$ cat config.mk
export PLATFORM = sky130hd
export DESIGN_NAME = button_short_long_press_detector
export DESIGN_NICKNAME = d
export VERILOG_FILES = /design/src/hw/rtl/bslp_pkg.sv /design/src/hw/rtl/button_short_long_press_detector.sv /design/src/hw/rtl/bslp_core.sv
export SDC_FILE = /design/constraint.sdc
export NUM_CORES = 1
export LEC_CHECK = 0
export BUFFER_PORTS_ARGS = -buffer_cell sky130_fd_sc_hd__clkbuf_2
export CELL_PAD_IN_SITES_DETAIL_PLACEMENT = 1
export CELL_PAD_IN_SITES_GLOBAL_PLACEMENT = 2
export CORE_MARGIN = 3
export CORE_UTILIZATION = 35
export CTS_CLUSTER_SIZE = 14
export DETAILED_ROUTE_END_ITERATION = 10
export PLACE_DENSITY = 0.9
export SLEW_MARGIN = 20
export SYNTH_ARGS = -nofsm -noshare
export SYNTH_HDL_FRONTEND = slang
export SYNTH_SLANG_ARGS = --single-unit
$ cat constraint.sdc
create_clock -name clk -period 6.3 [get_ports clk]
set_input_delay 0.63 -clock clk [delete_from_list [all_inputs] [get_ports clk]]
set_output_delay 0.63 -clock clk [all_outputs]
set_load 0.02 [all_outputs]
$ cat src/hw/rtl/bslp_pkg.sv
// ----------------------------------------------------------------------------
// bslp_pkg: shared types and constants for the button press detector
// Holds the press phase codes, event kinds, register indexes and the
// configuration and event structs passed between the core and the top level.
// ----------------------------------------------------------------------------
package bslp_pkg;

  localparam int unsigned LongMsW  = 16;
  localparam int unsigned DebW     = 4;
  localparam int unsigned TimeW    = 32;
  localparam int unsigned CfgIdxW  = 1;
  localparam int unsigned CfgDataW = 16;

  // register indexes of the configuration port
  localparam logic [CfgIdxW-1:0] REG_LONG_PRESS_MS  = 1'd0;
  localparam logic [CfgIdxW-1:0] REG_DEBOUNCE_SCANS = 1'd1;

  // register reset values
  localparam logic [LongMsW-1:0] LONG_PRESS_MS_RST  = 16'd1000;
  localparam logic [DebW-1:0]    DEBOUNCE_SCANS_RST = 4'd3;

  // event kinds
  localparam logic KIND_SHORT = 1'b0;
  localparam logic KIND_LONG  = 1'b1;

  // pin levels
  localparam logic LEVEL_PRESSED  = 1'b0;
  localparam logic LEVEL_RELEASED = 1'b1;

  typedef enum logic [2:0] {
    PHASE_IDLE    = 3'b001,
    PHASE_PRESSED = 3'b010,
    PHASE_LONG    = 3'b100
  } phase_t;

  typedef struct packed {
    logic [LongMsW-1:0] long_press_ms;
    logic [DebW-1:0]    debounce_scans;
  } cfg_t;

  typedef struct packed {
    logic valid;
    logic kind;
  } evt_t;

endpackage

$ cat src/hw/rtl/button_short_long_press_detector.sv
// ----------------------------------------------------------------------------
// button_short_long_press_detector: debounced short and long press events
// Top level with configuration registers, the press core and an output
// buffer with a skid entry.
// ----------------------------------------------------------------------------
// Usage
//   in_*  : one scan word per handshake: pin level (0 pressed) and ms time.
//   out_* : one event word per detected press: press_kind 0 short, 1 long.
//   cfg_* : write port, index 0 long_press_ms, index 1 debounce_scans;
//           write only while no scan is in flight.
// Timing
//   A scan is evaluated in the cycle it is taken; its event word is registered
//   on out_valid or parked in the skid entry. One scan per cycle is taken as
//   long as the output side keeps up; the rate is set by the single state
//   update per cycle in the press core.
// Stall
//   When the receiver holds out_ready low, one more event word is parked in
//   the skid entry; in_ready drops only while that entry is occupied.
// Reset
//   rst_n low (synchronous) restores register defaults, clears the press
//   state, marks the next scan as the first one and empties the buffer.
// ----------------------------------------------------------------------------
module button_short_long_press_detector import bslp_pkg::*; (
  input  logic                clk,
  input  logic                rst_n,
  input  logic                in_valid,
  output logic                in_ready,
  input  logic                in_key_level,
  input  logic [TimeW-1:0]    in_now_ms,
  output logic                out_valid,
  input  logic                out_ready,
  output logic                out_press_kind,
  input  logic                cfg_we,
  input  logic [CfgIdxW-1:0]  cfg_index,
  input  logic [CfgDataW-1:0] cfg_data
);

  cfg_t cfg_r;
  evt_t evt;
  logic scan_fire;
  logic pop;

  logic out_valid_r, skid_valid_r;
  logic out_kind_r, skid_kind_r;

  // configuration registers
  always_ff @(posedge clk) begin
    if (!rst_n) begin
      cfg_r.long_press_ms  <= LONG_PRESS_MS_RST;
      cfg_r.debounce_scans <= DEBOUNCE_SCANS_RST;
    end else if (cfg_we) begin
      case (cfg_index)
        REG_LONG_PRESS_MS:  cfg_r.long_press_ms  <= cfg_data[LongMsW-1:0];
        REG_DEBOUNCE_SCANS: cfg_r.debounce_scans <= cfg_data[DebW-1:0];
        default: ;
      endcase
    end
  end

  assign in_ready  = !skid_valid_r;
  assign scan_fire = in_valid && in_ready;
  assign pop       = out_valid_r && out_ready;

  bslp_core u_core (
    .clk       (clk),
    .rst_n     (rst_n),
    .scan_fire (scan_fire),
    .key_level (in_key_level),
    .now_ms    (in_now_ms),
    .cfg       (cfg_r),
    .evt       (evt)
  );

  // output register with skid entry
  always_ff @(posedge clk) begin
    if (!rst_n) begin
      out_valid_r  <= 1'b0;
      skid_valid_r <= 1'b0;
    end else if (skid_valid_r) begin
      if (pop) begin
        out_valid_r  <= 1'b1;
        skid_valid_r <= 1'b0;
      end
    end else if (evt.valid) begin
      if (!out_valid_r || pop) begin
        out_valid_r <= 1'b1;
      end else begin
        skid_valid_r <= 1'b1;
      end
    end else if (pop) begin
      out_valid_r <= 1'b0;
    end
  end

  // payload of the buffer
  always_ff @(posedge clk) begin
    if (skid_valid_r) begin
      if (pop) begin
        out_kind_r <= skid_kind_r;
      end
    end else if (evt.valid) begin
      if (!out_valid_r || pop) begin
        out_kind_r <= evt.kind;
      end else begin
        skid_kind_r <= evt.kind;
      end
    end
  end

  assign out_valid      = out_valid_r;
  assign out_press_kind = out_kind_r;

  // buffer checks
  a_skid_needs_out: assert property (@(posedge clk) disable iff (!rst_n)
    skid_valid_r |-> out_valid_r)
    else $error("skid entry holds a word while output register is empty");

  a_skid_holds: assert property (@(posedge clk) disable iff (!rst_n)
    (skid_valid_r && !out_ready) |=> (skid_valid_r && $stable(skid_kind_r)))
    else $error("skid entry lost or changed while output stalled");

  a_stall_parks: assert property (@(posedge clk) disable iff (!rst_n)
    (evt.valid && out_valid_r && !out_ready) |=> skid_valid_r)
    else $error("event during output stall was not parked");

endmodule

$ cat src/hw/rtl/bslp_core.sv
// ----------------------------------------------------------------------------
// bslp_core: debounce and press timing state
// Updates the debounce and press state for every scan word taken and
// reports at most one press event in the same cycle.
// ----------------------------------------------------------------------------
module bslp_core import bslp_pkg::*; (
  input  logic             clk,
  input  logic             rst_n,
  input  logic             scan_fire,
  input  logic             key_level,
  input  logic [TimeW-1:0] now_ms,
  input  cfg_t             cfg,
  output evt_t             evt
);

  logic             first_scan_r, first_scan_nxt;
  logic             stable_level_r, stable_level_nxt;
  logic [DebW-1:0]  change_count_r, change_count_nxt;
  phase_t           phase_r, phase_nxt;
  logic [TimeW-1:0] press_start_r, press_start_nxt;

  logic [DebW-1:0]  count_inc;
  logic [TimeW-1:0] held;
  logic             held_long;

  assign count_inc = change_count_r + DebW'(1);
  assign held      = now_ms - press_start_r;
  assign held_long = held > {{(TimeW-LongMsW){1'b0}}, cfg.long_press_ms};

  // next state and event for one scan
  always_comb begin
    first_scan_nxt   = first_scan_r;
    stable_level_nxt = stable_level_r;
    change_count_nxt = change_count_r;
    phase_nxt        = phase_r;
    press_start_nxt  = press_start_r;
    evt.valid        = 1'b0;
    evt.kind         = KIND_SHORT;
    if (scan_fire) begin
      if (first_scan_r) begin
        stable_level_nxt = key_level;
        first_scan_nxt   = 1'b0;
      end else if (key_level != stable_level_r) begin
        change_count_nxt = count_inc;
        if (count_inc >= cfg.debounce_scans) begin
          change_count_nxt = '0;
          stable_level_nxt = key_level;
          if (key_level == LEVEL_PRESSED) begin
            phase_nxt       = PHASE_PRESSED;
            press_start_nxt = now_ms;
          end else begin
            phase_nxt = PHASE_IDLE;
            if (phase_r == PHASE_PRESSED) begin
              evt.valid = 1'b1;
              evt.kind  = KIND_SHORT;
            end
          end
        end
      end else begin
        change_count_nxt = '0;
        if (key_level == LEVEL_PRESSED && phase_r == PHASE_PRESSED && held_long) begin
          press_start_nxt = now_ms;
          phase_nxt       = PHASE_LONG;
          evt.valid       = 1'b1;
          evt.kind        = KIND_LONG;
        end
      end
    end
  end

  // state registers
  always_ff @(posedge clk) begin
    if (!rst_n) begin
      first_scan_r   <= 1'b1;
      stable_level_r <= LEVEL_RELEASED;
      change_count_r <= '0;
      phase_r        <= PHASE_IDLE;
      press_start_r  <= '0;
    end else begin
      first_scan_r   <= first_scan_nxt;
      stable_level_r <= stable_level_nxt;
      change_count_r <= change_count_nxt;
      phase_r        <= phase_nxt;
      press_start_r  <= press_start_nxt;
    end
  end

endmodule

# Yosys cells after proc, flatten, opt, wreduce, memory -nomap -nowiden
# Index checks and enable logic that the tools add are counted.
[word_totals] wordCells=81 in_bits=55 out_inout_bits=3 ff_bits=65
[op_classes] reduce_logical=22 n_eq_ne=6 mux=33 n_addsub=2 order_cmp=2 bitwise=5
[ops] op="$mux W32" count=4
[ops] op="$gt A32 B16 Y1" count=1
[ops] op="$sub A32 B32 Y32" count=1
[ops] op="$mux W1" count=16
[ops] op="$mux W2" count=8
[ops] op="$reduce_and A3 Y1" count=4
[ops] op="$reduce_bool A2 Y1" count=6
[ops] op="$mux W3" count=3
[ops] op="$mux W4" count=2
[ops] op="$ne A2 B2 Y1 const B" count=3
[ops] op="$reduce_and A2 Y1" count=3
[ops] op="$not A1 Y1" count=5
[ops] op="$reduce_and A5 Y1" count=1
[ops] op="$add A4 B1 Y4 const B" count=1
[ops] op="$ge A4 B4 Y1" count=1
[ops] op="$logic_and A1 B1 Y1" count=4
[ops] op="$reduce_and A4 Y1" count=1
[ops] op="$eq A3 B2 Y1 const B" count=1
[ops] op="$ne A3 B1 Y1 const B" count=1
[ops] op="$logic_not A1 Y1" count=2
[ops] op="$logic_or A1 B1 Y1" count=1
[ops] op="$ne A1 B1 Y1" count=1

# Longest topological paths before layout
# Gate-level depths: netlist of run 1.
[logic_depth] ltp_word=10 mapped_depth=23 ltp_nobuf=21

# Modules after synthesis
# A second synthesis of run 1 with hierarchy kept.
[unflattened] hier_cells=746 hier_area_um2=5646.7
[modules_own_cells] mod="bslp_core" cells_each=639 area_per_inst_um2=4631.9 instances=1 seq_area_each_um2=820.8
[modules_own_cells] mod="button_short_long_press_detector" cells_each=107 area_per_inst_um2=1014.7 instances=1 seq_area_each_um2=500.5

# Worst setup path before layout of run 1
# OpenSTA, ideal clock, no wires.
[synth_timing] path_type="input to register" startpoint="in in_now_ms[4]" endpoint="reg skid_kind_r, enable pin" arrival_ps=4339 slack_ps=1718 required_time_ps=6057 setup_time_ps=243 path_buffers=0 cell_stages=20 path_cell_list="ha_1 > a21o_1 > a31o_2 > o21a_1 > o21ai_0 > a21boi_0 > o21ai_0 > nand2b_1 > xor2_1 > ha_1 > nand4_1 > nor2_1 > a221o_1 > o31a_1 > nor3_1 > o2111ai_1 > nor4_2 > a311o_1 > a21oi_1 > and3_1"
[synth_via] elab_chain_len=8
[synth_rtl] element="from (decl)" line="button_short_long_press_detector.sv:29" text="input logic [TimeW-1:0] in_now_ms,"
[synth_rtl] element="$sub A32 B32 Y32" line="bslp_core.sv:27" text="assign held = now_ms - press_start_r;"
[synth_rtl] element="$gt A32 B16 Y1" line="bslp_core.sv:28" text="assign held_long = held > {{(TimeW-LongMsW){1'b0}}, cfg.long_press_ms};"
[synth_rtl] element="$logic_and A1 B1 Y1" line="bslp_core.sv:61" text="if (key_level == LEVEL_PRESSED && phase_r == PHASE_PRESSED && held_long) begin"
[synth_rtl] element="$mux W2" line="bslp_core.sv:61"
[synth_rtl] element="$mux W2" line="bslp_core.sv:43" text="end else if (key_level != stable_level_r) begin"
[synth_rtl] element="$mux W2" line="bslp_core.sv:40" text="if (first_scan_r) begin"
[synth_rtl] element="$mux W2" line="bslp_core.sv:39" text="if (scan_fire) begin"
[synth_rtl] element="$reduce_and A3 Y1 (no line)"
[synth_rtl] element="to (signal assigned)" line="button_short_long_press_detector.sv:105" text="skid_kind_r <= evt.kind;"
[synth_rtl] element="to (decl)" line="button_short_long_press_detector.sv:44" text="logic out_kind_r, skid_kind_r;"
# No other way between the ends.
# A chain may end at the register's enable or synchronous reset.

# Worst setup path in the final report of run 1
[layout_timing] startpoint="in in_now_ms[0]" endpoint="reg u_core.press_start_r[25]"
[layout_via] elab_chain_len=5
[layout_rtl] element="$sub A32 B32 Y32" line="bslp_core.sv:27"
[layout_rtl] element="$gt A32 B16 Y1" line="bslp_core.sv:28"
[layout_rtl] element="$logic_and A1 B1 Y1" line="bslp_core.sv:61"
[layout_rtl] element="$reduce_bool A2 Y1 (no line)"
[layout_rtl] element="$reduce_and A5 Y1 (no line)"
[layout_rtl] element="to (signal assigned)" line="bslp_core.sv:84" text="press_start_r <= press_start_nxt;"
[layout_rtl] element="to (decl)" line="bslp_core.sv:20" text="logic [TimeW-1:0] press_start_r, press_start_nxt;"
# No other way between the ends.

==> results.cfg, run 1 <==
[outcome]
status = completed

[clock_network]
cts_hold_buf = 0
worst_skew_pair.late_latency_ns = 0.36
cts_resized = 0
cts.path.max_buffers = 2
tritoncts = done
numCtsBuffers = 9
postCtsSetupRepairBufs = 0
clock_pin_slew_of_the_registers_on_the_worst_case_setup_and_hold_paths_ns = 0.06
cts_htree_levels = 3
clkSinkCount = 65
clock_tree.root_cell = sky130_fd_sc_hd__clkbuf_16

[sta]
final-setup-viol-count = 0
maxSlewViolCount = 0
timing.final.hold_violations = 0
relSlewSlack_pct = 25.7
timing.final.ws_setup_ns = 0.955
setup_tns_ns = 0
tightestPinTransition_ns = 1.11
post_route_skew_ns = 0.0122
period_share_pct = 84.8
fmax_mhz = 187
finalHoldWorstSlack_ns = 0.457
layout_min_cycle_time_ns = 5.35
rsz0062_at_grt = no

[layout]
fill_cells = 1812
layout-drive-gt1-share_pct = 19.7
num_antenna_cells = 0
area_growth_synth_to_finish_pct = 12.2
fin_cells = 916
finish.net_count = 837

[global_route]
gr_overflow_total = 0
grt_usage_pct = 18.6
grt_first_pass_wirelength_mm = 25.6
antenna_found_initial = 0
grt_max_degree = 97
number_of_global_route_vias_before_repair = 5197

[worst_setup_path]
worstSetupEndpointType = flip-flop
timing.critical_path.from_type = primary input
startpoint = in_now_ms[0]
regToRegSetupSlack_ns = 0.99
crit_fanout = 41
reg2reg_depth = 22
worst-endpoint-required_ns = 6.58
critPathCapture = u_core.press_start_r[25]
worstPathArrival_ns = 5.63
reg2reg_to = u_core.press_start_r[25]
timing_worst_setup_path_type = in -> reg
timing.rr.start = u_core.press_start_r[4]

[logic_synthesis]
synth.yosys.seq_area_share_pct = 24.4
synth_area_leader_cell = sky130_fd_sc_hd__dfxtp_1
synth_top_area_share_pct = 23.3
ys.flop_type = sky130_fd_sc_hd__dfxtp_1
synth.avg_cell_area_um2 = 7.85
synthesis.instances = 690
post_synth_main_area_contributors = sky130_fd_sc_hd__dfxtp_1 23%, sky130_fd_sc_hd__ha_1 12%, sky130_fd_sc_hd__nand2_1 7.1%, sky130_fd_sc_hd__nand3_2 5.2%, sky130_fd_sc_hd__o21ai_2 4.5%
synth_async_sr_flop_share_pct = 0
synth_common_cells = 103 x sky130_fd_sc_hd__nand2_1, 65 x sky130_fd_sc_hd__inv_1, 63 x sky130_fd_sc_hd__dfxtp_1
post-synth-top-count-cell = sky130_fd_sc_hd__nand2_1
yosysWarningCount = 0
syn-cell-area_um2 = 5410
ys_seq_elements = 65
post_synth_num_cell_types = 65
synth_nets = 800
synth_enable_flop_cells = 2

[placed_design]
final_weighted_congestion_in_routability_driven_placement = 0.868
io_buffers = 57
detailedPlace.worstSlack_ns = 0.567
dp_hpwl_mm = 12.0
placed_cells = 900

[worst_hold_path]
worst_hold_path_type = reg -> reg

[drt]
drt_iter0_markers = 177
detail_route.wirelength_mm = 15.3
detailedRoute.firstPassIterationCount = 5
wl_per_cell_um = 16.7
vias_per_cell = 5.50
antenna_left = 0
number_of_vias_after_detailed_routing = 5035
post-route-drc-count = 0

[floorplanning]
fp-row-count = 44
core-area_um2 = 14800
die_y_um = 130
die_width_um = 130
start_util_pct = 36.6
ioPinCount = 58
die_area_um2 = 17000

[power_and_ir_drop]
fin_total_pwr_mw = 1.21
power.density_nw_per_um2 = 200
peakVddDrop_uv = 131
leakagePower_nw = 2.44

[flow_run]
maxCapViolCount = 0
## worst min path at each step
stage                                  start                        to  slack [ns]  cells past startpoint
finish              u_core.press_start_r[23]  u_core.press_start_r[23]        0.46                      2
global route        u_core.press_start_r[17]  u_core.press_start_r[17]        0.48                      2
floorplan            u_core.press_start_r[2]   u_core.press_start_r[2]        0.44                      2
CTS                 u_core.press_start_r[23]  u_core.press_start_r[23]        0.46                      2
detailed placement  u_core.press_start_r[23]  u_core.press_start_r[23]        0.45                      2
global placement    u_core.press_start_r[23]  u_core.press_start_r[23]        0.44                      2
## report_power, final
part / total, mW / leakage (nW) / internal, mW / switching [mW]
Sequential: 0.428 / 0.530 / 0.423 / 0.00552
Combinational: 0.258 / 1.76 / 0.101 / 0.157
Clock: 0.526 / 0.151 / 0.310 / 0.216
Total: 1.21 / 2.44 / 0.833 / 0.379
## area by class of cell
type,instances,area [um2],share of cell area [%]
Multi-Input combinational cell,527,3660,60.3
Tap cell,184,230,3.79
Clock buffer,9,225,3.71
Clock inverter,7,76.3,1.26
Inverter,65,244,4.02
Sequential cell,65,1320,21.8
Timing Repair Buffer,59,315,5.19
## state kept, by name, summed over array words and instances (netlist names)
name                   count
cfg_r                     20
u_core.first_scan_r        1
u_core.press_start_r      32
u_core.stable_level_r      1
skid_valid_r               1
u_core.change_count_r      4
out_valid                  1
out_press_kind             1
u_core.phase_r             3
skid_kind_r                1
## layout by cell type (no fill, tap or decap), types with 5 or more instances in the layout
cell type | synthesis | final
sky130_fd_sc_hd__a211o_1 | 6 | 6
sky130_fd_sc_hd__a211oi_1 | 6 | 6
sky130_fd_sc_hd__a21boi_0 | 19 | 19
sky130_fd_sc_hd__a21o_1 | 8 | 8
sky130_fd_sc_hd__a21oi_1 | 39 | 39
sky130_fd_sc_hd__and2_1 | 7 | 7
sky130_fd_sc_hd__clkbuf_16 | 0 | 9
sky130_fd_sc_hd__clkbuf_2 | 0 | 56
sky130_fd_sc_hd__dfxtp_1 | 63 | 63
sky130_fd_sc_hd__ha_1 | 54 | 54
sky130_fd_sc_hd__inv_1 | 65 | 65
sky130_fd_sc_hd__nand2_1 | 103 | 103
sky130_fd_sc_hd__nand3_1 | 23 | 23
sky130_fd_sc_hd__nand3_2 | 28 | 28
sky130_fd_sc_hd__nand4_1 | 16 | 16
sky130_fd_sc_hd__nor2_1 | 32 | 32
sky130_fd_sc_hd__nor2b_1 | 6 | 6
sky130_fd_sc_hd__nor3_1 | 7 | 7
sky130_fd_sc_hd__o2111ai_1 | 5 | 5
sky130_fd_sc_hd__o211ai_1 | 9 | 9
sky130_fd_sc_hd__o21a_1 | 15 | 15
sky130_fd_sc_hd__o21ai_0 | 25 | 25
sky130_fd_sc_hd__o21ai_1 | 7 | 7
sky130_fd_sc_hd__o21ai_2 | 28 | 28
sky130_fd_sc_hd__xnor2_1 | 12 | 12
sky130_fd_sc_hd__xor2_1 | 11 | 11
## layer usage
| metal | up-vias | routed length [um] | global-route usage [%] |
|---|---|---|---|
| li1 | 2528 | - | - |
| met1 | 2417 | 6890 | 22.4 |
| met2 | 68 | 7560 | 33.1 |
| met3 | 22 | 551 | 4.76 |
| met4 | 0 | 274 | 4.78 |
| met5 | - | 0 | 0 |
## worst max-delay path, stage by stage
cell                        delay, ns
sky130_fd_sc_hd__clkbuf_2        0.10
sky130_fd_sc_hd__inv_1           0.04
sky130_fd_sc_hd__ha_1            0.22
sky130_fd_sc_hd__fa_1            0.41
sky130_fd_sc_hd__nor2b_1         0.18
sky130_fd_sc_hd__o2111ai_1       0.21
sky130_fd_sc_hd__a211oi_1        0.38
sky130_fd_sc_hd__or3_1           0.22
sky130_fd_sc_hd__xor2_1          0.09
sky130_fd_sc_hd__ha_1            0.32
sky130_fd_sc_hd__nand4_1         0.15
sky130_fd_sc_hd__nor4_1          0.40
sky130_fd_sc_hd__nand4_1         0.14
sky130_fd_sc_hd__o31a_1          0.14
sky130_fd_sc_hd__nor3_1          0.19
sky130_fd_sc_hd__o2111ai_1       0.14
sky130_fd_sc_hd__nor4_2          0.50
sky130_fd_sc_hd__a41o_4          0.58
sky130_fd_sc_hd__buf_12          0.33
sky130_fd_sc_hd__nand3_2         0.11
sky130_fd_sc_hd__o21ai_2         0.10
## stage by stage
step | util, % | cell area [um2]
3_3_place_gp | 39.0 | 5770
4_1_cts | 41.0 | 6070
6_report | 41.0 | 6070
5_1_grt | 41.0 | 6070
3_5_place_dp | 39.0 | 5770
2_1_floorplan | - | 5410
## cells by family after synthesis
family                     after synthesis  share of synthesized area, %
and+or+nand+nor                        248                          24.4
AOI/OAI and AO/OA                      199                          26.1
buffers and inverters                   98                          8.20
DFF                                     65                          24.4
adders and majority gates               55                          12.8
xor gates and xnor gates                23                          3.72
muxes                                    2                         0.370
(Power assumes the default switching activity.)
==> run 2, diff against run 1 <==
--- a/config.mk
+++ b/config.mk
@@ -9,10 +9,10 @@
 export CELL_PAD_IN_SITES_DETAIL_PLACEMENT = 1
 export CELL_PAD_IN_SITES_GLOBAL_PLACEMENT = 2
 export CORE_MARGIN = 3
-export CORE_UTILIZATION = 35
+export CORE_UTILIZATION = 32
 export CTS_CLUSTER_SIZE = 14
 export DETAILED_ROUTE_END_ITERATION = 10
-export PLACE_DENSITY = 0.9
+export PLACE_DENSITY = 0.87
 export SLEW_MARGIN = 20
 export SYNTH_ARGS = -nofsm -noshare
 export SYNTH_HDL_FRONTEND = slang
==> constraint.sdc (replaced) <==
create_clock -name clk -period 4.8 [get_ports clk]
set_input_delay 0.48 -clock clk [delete_from_list [all_inputs] [get_ports clk]]
set_output_delay 0.48 -clock clk [all_outputs]
set_load 0.02 [all_outputs]
==> run 2 against run 1 <==
Compared with the run above: global-route usage shrank 1.2 points; routed wire length is 9.1% higher; sequential power is 31% higher; clock skew fell by 0.0053 ns.
==> results.cfg, run 2 (same netlist as run 1, synthesis figures left out) <==
[drt]
post-route-drc-count = 0
antenna_left = 0
drt_iter0_markers = 149
detailedRoute.firstPassIterationCount = 4
number_of_vias_after_detailed_routing = 5212
detail_route.wirelength_mm = 16.7
wl_per_cell_um = 17.1
vias_per_cell = 5.33

[sta]
maxSlewViolCount = 0
period_share_pct = 95.2
rsz0062_at_grt = no
post_route_skew_ns = 0.00686
fmax_mhz = 219
timing.final.hold_violations = 0
final-setup-viol-count = 0
relSlewSlack_pct = 43.3
layout_min_cycle_time_ns = 4.57
tightestPinTransition_ns = 0.844

[global_route]
grt_usage_pct = 17.4
number_of_global_route_vias_before_repair = 5401
grt_first_pass_wirelength_mm = 26.1
antenna_found_initial = 0
grt_max_degree = 97
gr_overflow_total = 0

[worst_setup_path]
timing.critical_path.slowest_cell_delay_ns = 0.35
crit_fanout = 5
crit_path_top_delay_cell = sky130_fd_sc_hd__dfxtp_2
reg2reg_depth = 22
timing.critical_path.from_type = flip-flop
worstPathArrival_ns = 4.68
path_common_cell = sky130_fd_sc_hd__ha_1
worstSetupEndpointType = flip-flop
worst-endpoint-required_ns = 4.91
timing.rr.start = u_core.press_start_r[1]
regToRegSetupSlack_ns = 0.23
reg2reg_to = skid_kind_r
crit_chain = inv_1 > ha_1 > nor2b_1 > o2111a_1 > o21a_1 > o21ai_2 > a21boi_2 > o21ai_1 > nand2b_1 > xor2_2 > ha_1 > nand4_1 > nor2_1 > a221o_1 > o31a_1 > nor3_2 > o2111ai_2 > nor4_2 > buf_4 > a311o_1 > a21oi_2 > and3_1
timing_worst_setup_path_type = reg -> reg

[floorplanning]
die_width_um = 136
fp-row-count = 46
die_area_um2 = 18500
ioPinCount = 58
die_y_um = 136
start_util_pct = 33.4
core-area_um2 = 16200

[layout]
mostFrequentLayoutCell = sky130_fd_sc_hd__nand2_1
num_antenna_cells = 0
layout.cell_area.non_filler_um2 = 6550
area_growth_synth_to_finish_pct = 21.0
largest_reg_flops = 32
layout-drive-gt1-share_pct = 25.2
top_regs = u_core.press_start_r x32, cfg_r x20, u_core.change_count_r x4
finish.net_count = 866
commonest_cells_after_routing_fill_and_taps_aside = 103 x sky130_fd_sc_hd__nand2_1, 65 x sky130_fd_sc_hd__inv_1, 61 x sky130_fd_sc_hd__dfxtp_1
top_register = u_core.press_start_r

[clock_network]
clock_tree.root_cell = sky130_fd_sc_hd__clkbuf_16
worst_skew_pair.late_latency_ns = 0.35
cts.path.max_buffers = 2
tritoncts = done
clock_pin_slew_of_the_registers_on_the_worst_case_setup_and_hold_paths_ns = 0.06
cts_hold_buf = 0
clkSinkCount = 65
cts_htree_levels = 3
numCtsBuffers = 9

[flow_run]
maxCapViolCount = 0

[worst_hold_path]
end_of_the_worst_hold_path = cfg_r[9]
worst_hold_path_type = in -> reg
min-delay-start = cfg_data[5]
min_delay_path_depth = 3

[placed_design]
dp_hpwl_mm = 12.3
final_weighted_congestion_in_routability_driven_placement = 0.867
io_buffers = 57
post_dp_cell_area_um2 = 5940

[power_and_ir_drop]
fin_total_pwr_mw = 1.61
power.density_nw_per_um2 = 246
leakagePower_nw = 2.64
peakVddDrop_uv = 163

[outcome]
status = completed
[run 2: cell count changes in the layout (fill, tap and decap cells not counted), sizes merged]
cell	delta
a41o	+1
buf	+24
clkbuf	+5
clkinv	-1
clkinvlp	+2
inv	-2
[run 2: stage by stage]
| step | setup TNS, ns | cells | hold slack, ns | util [%] | setup slack, ns |
|---|---|---|---|---|---|
| finish | 0 | 977 | 0.369 | 40.4 | 0.232 |
| global route | 0 | 977 | 0.370 | 40.4 | 0.00758 |
| CTS | 0 | 963 | 0.358 | 38.5 | 0.000986 |
| detailed placement | -5.71 | 947 | 0.449 | 36.6 | -0.274 |
| global placement | -0.210 | 947 | 0.443 | 36.6 | -0.0383 |
| floorplan | 0 | 690 | 0.437 | - | 0.368 |
[run 2: worst max path at each step]
stage / from / endpoint / cells after the start
3_3_place_gp: in_now_ms[0] / skid_kind_r / 21
5_1_grt: u_core.press_start_r[0] / skid_kind_r / 19
6_report: u_core.press_start_r[1] / skid_kind_r / 22
3_5_place_dp: in_now_ms[0] / skid_kind_r / 21
4_1_cts: u_core.press_start_r[4] / u_core.press_start_r[19] / 23
2_1_floorplan: in_now_ms[4] / skid_kind_r / 20
[run 2: critical path: cells and delay by family, from the launching register on]
kind	cells	cell delay, ns
simple gates	7	0.98
flops	1	0.35
fa+ha+maj	2	0.57
compound gates	10	2.03
xor+xnor	1	0.17
buf+inv	2	0.23
[run 2: timing repair]
item	4_1_cts	5_1_grt
endpoints found under the setup margin	2	40
gates resized for setup	2	27
buffers inserted	0	7
cloned	0	6
pin swaps	0	19
[run 2: power breakdown]
group | internal, mW | switching (mW)
logic | 0.152 | 0.222
clock network | 0.404 | 0.273
registers | 0.555 | 0.00729
[run 2: final cells by class]
type	instances	area [um2]
Timing Repair Buffer	87	647
Multi-Input combinational cell	528	3770
Inverter	65	244
Tap cell	216	270
Clock inverter	6	67.6
Clock buffer	10	229
Fill cell	2007	9680
Sequential cell	65	1320
[run 2: metal layers]
layer / GRT usage, % / wire, um / share of wire, %
met3: 3.26 / 523 / 3.1
met5: 0 / 0 / 0
met4: 4.76 / 247 / 1.5
met1: 21.3 / 7480 / 45
met2: 31.0 / 8420 / 51
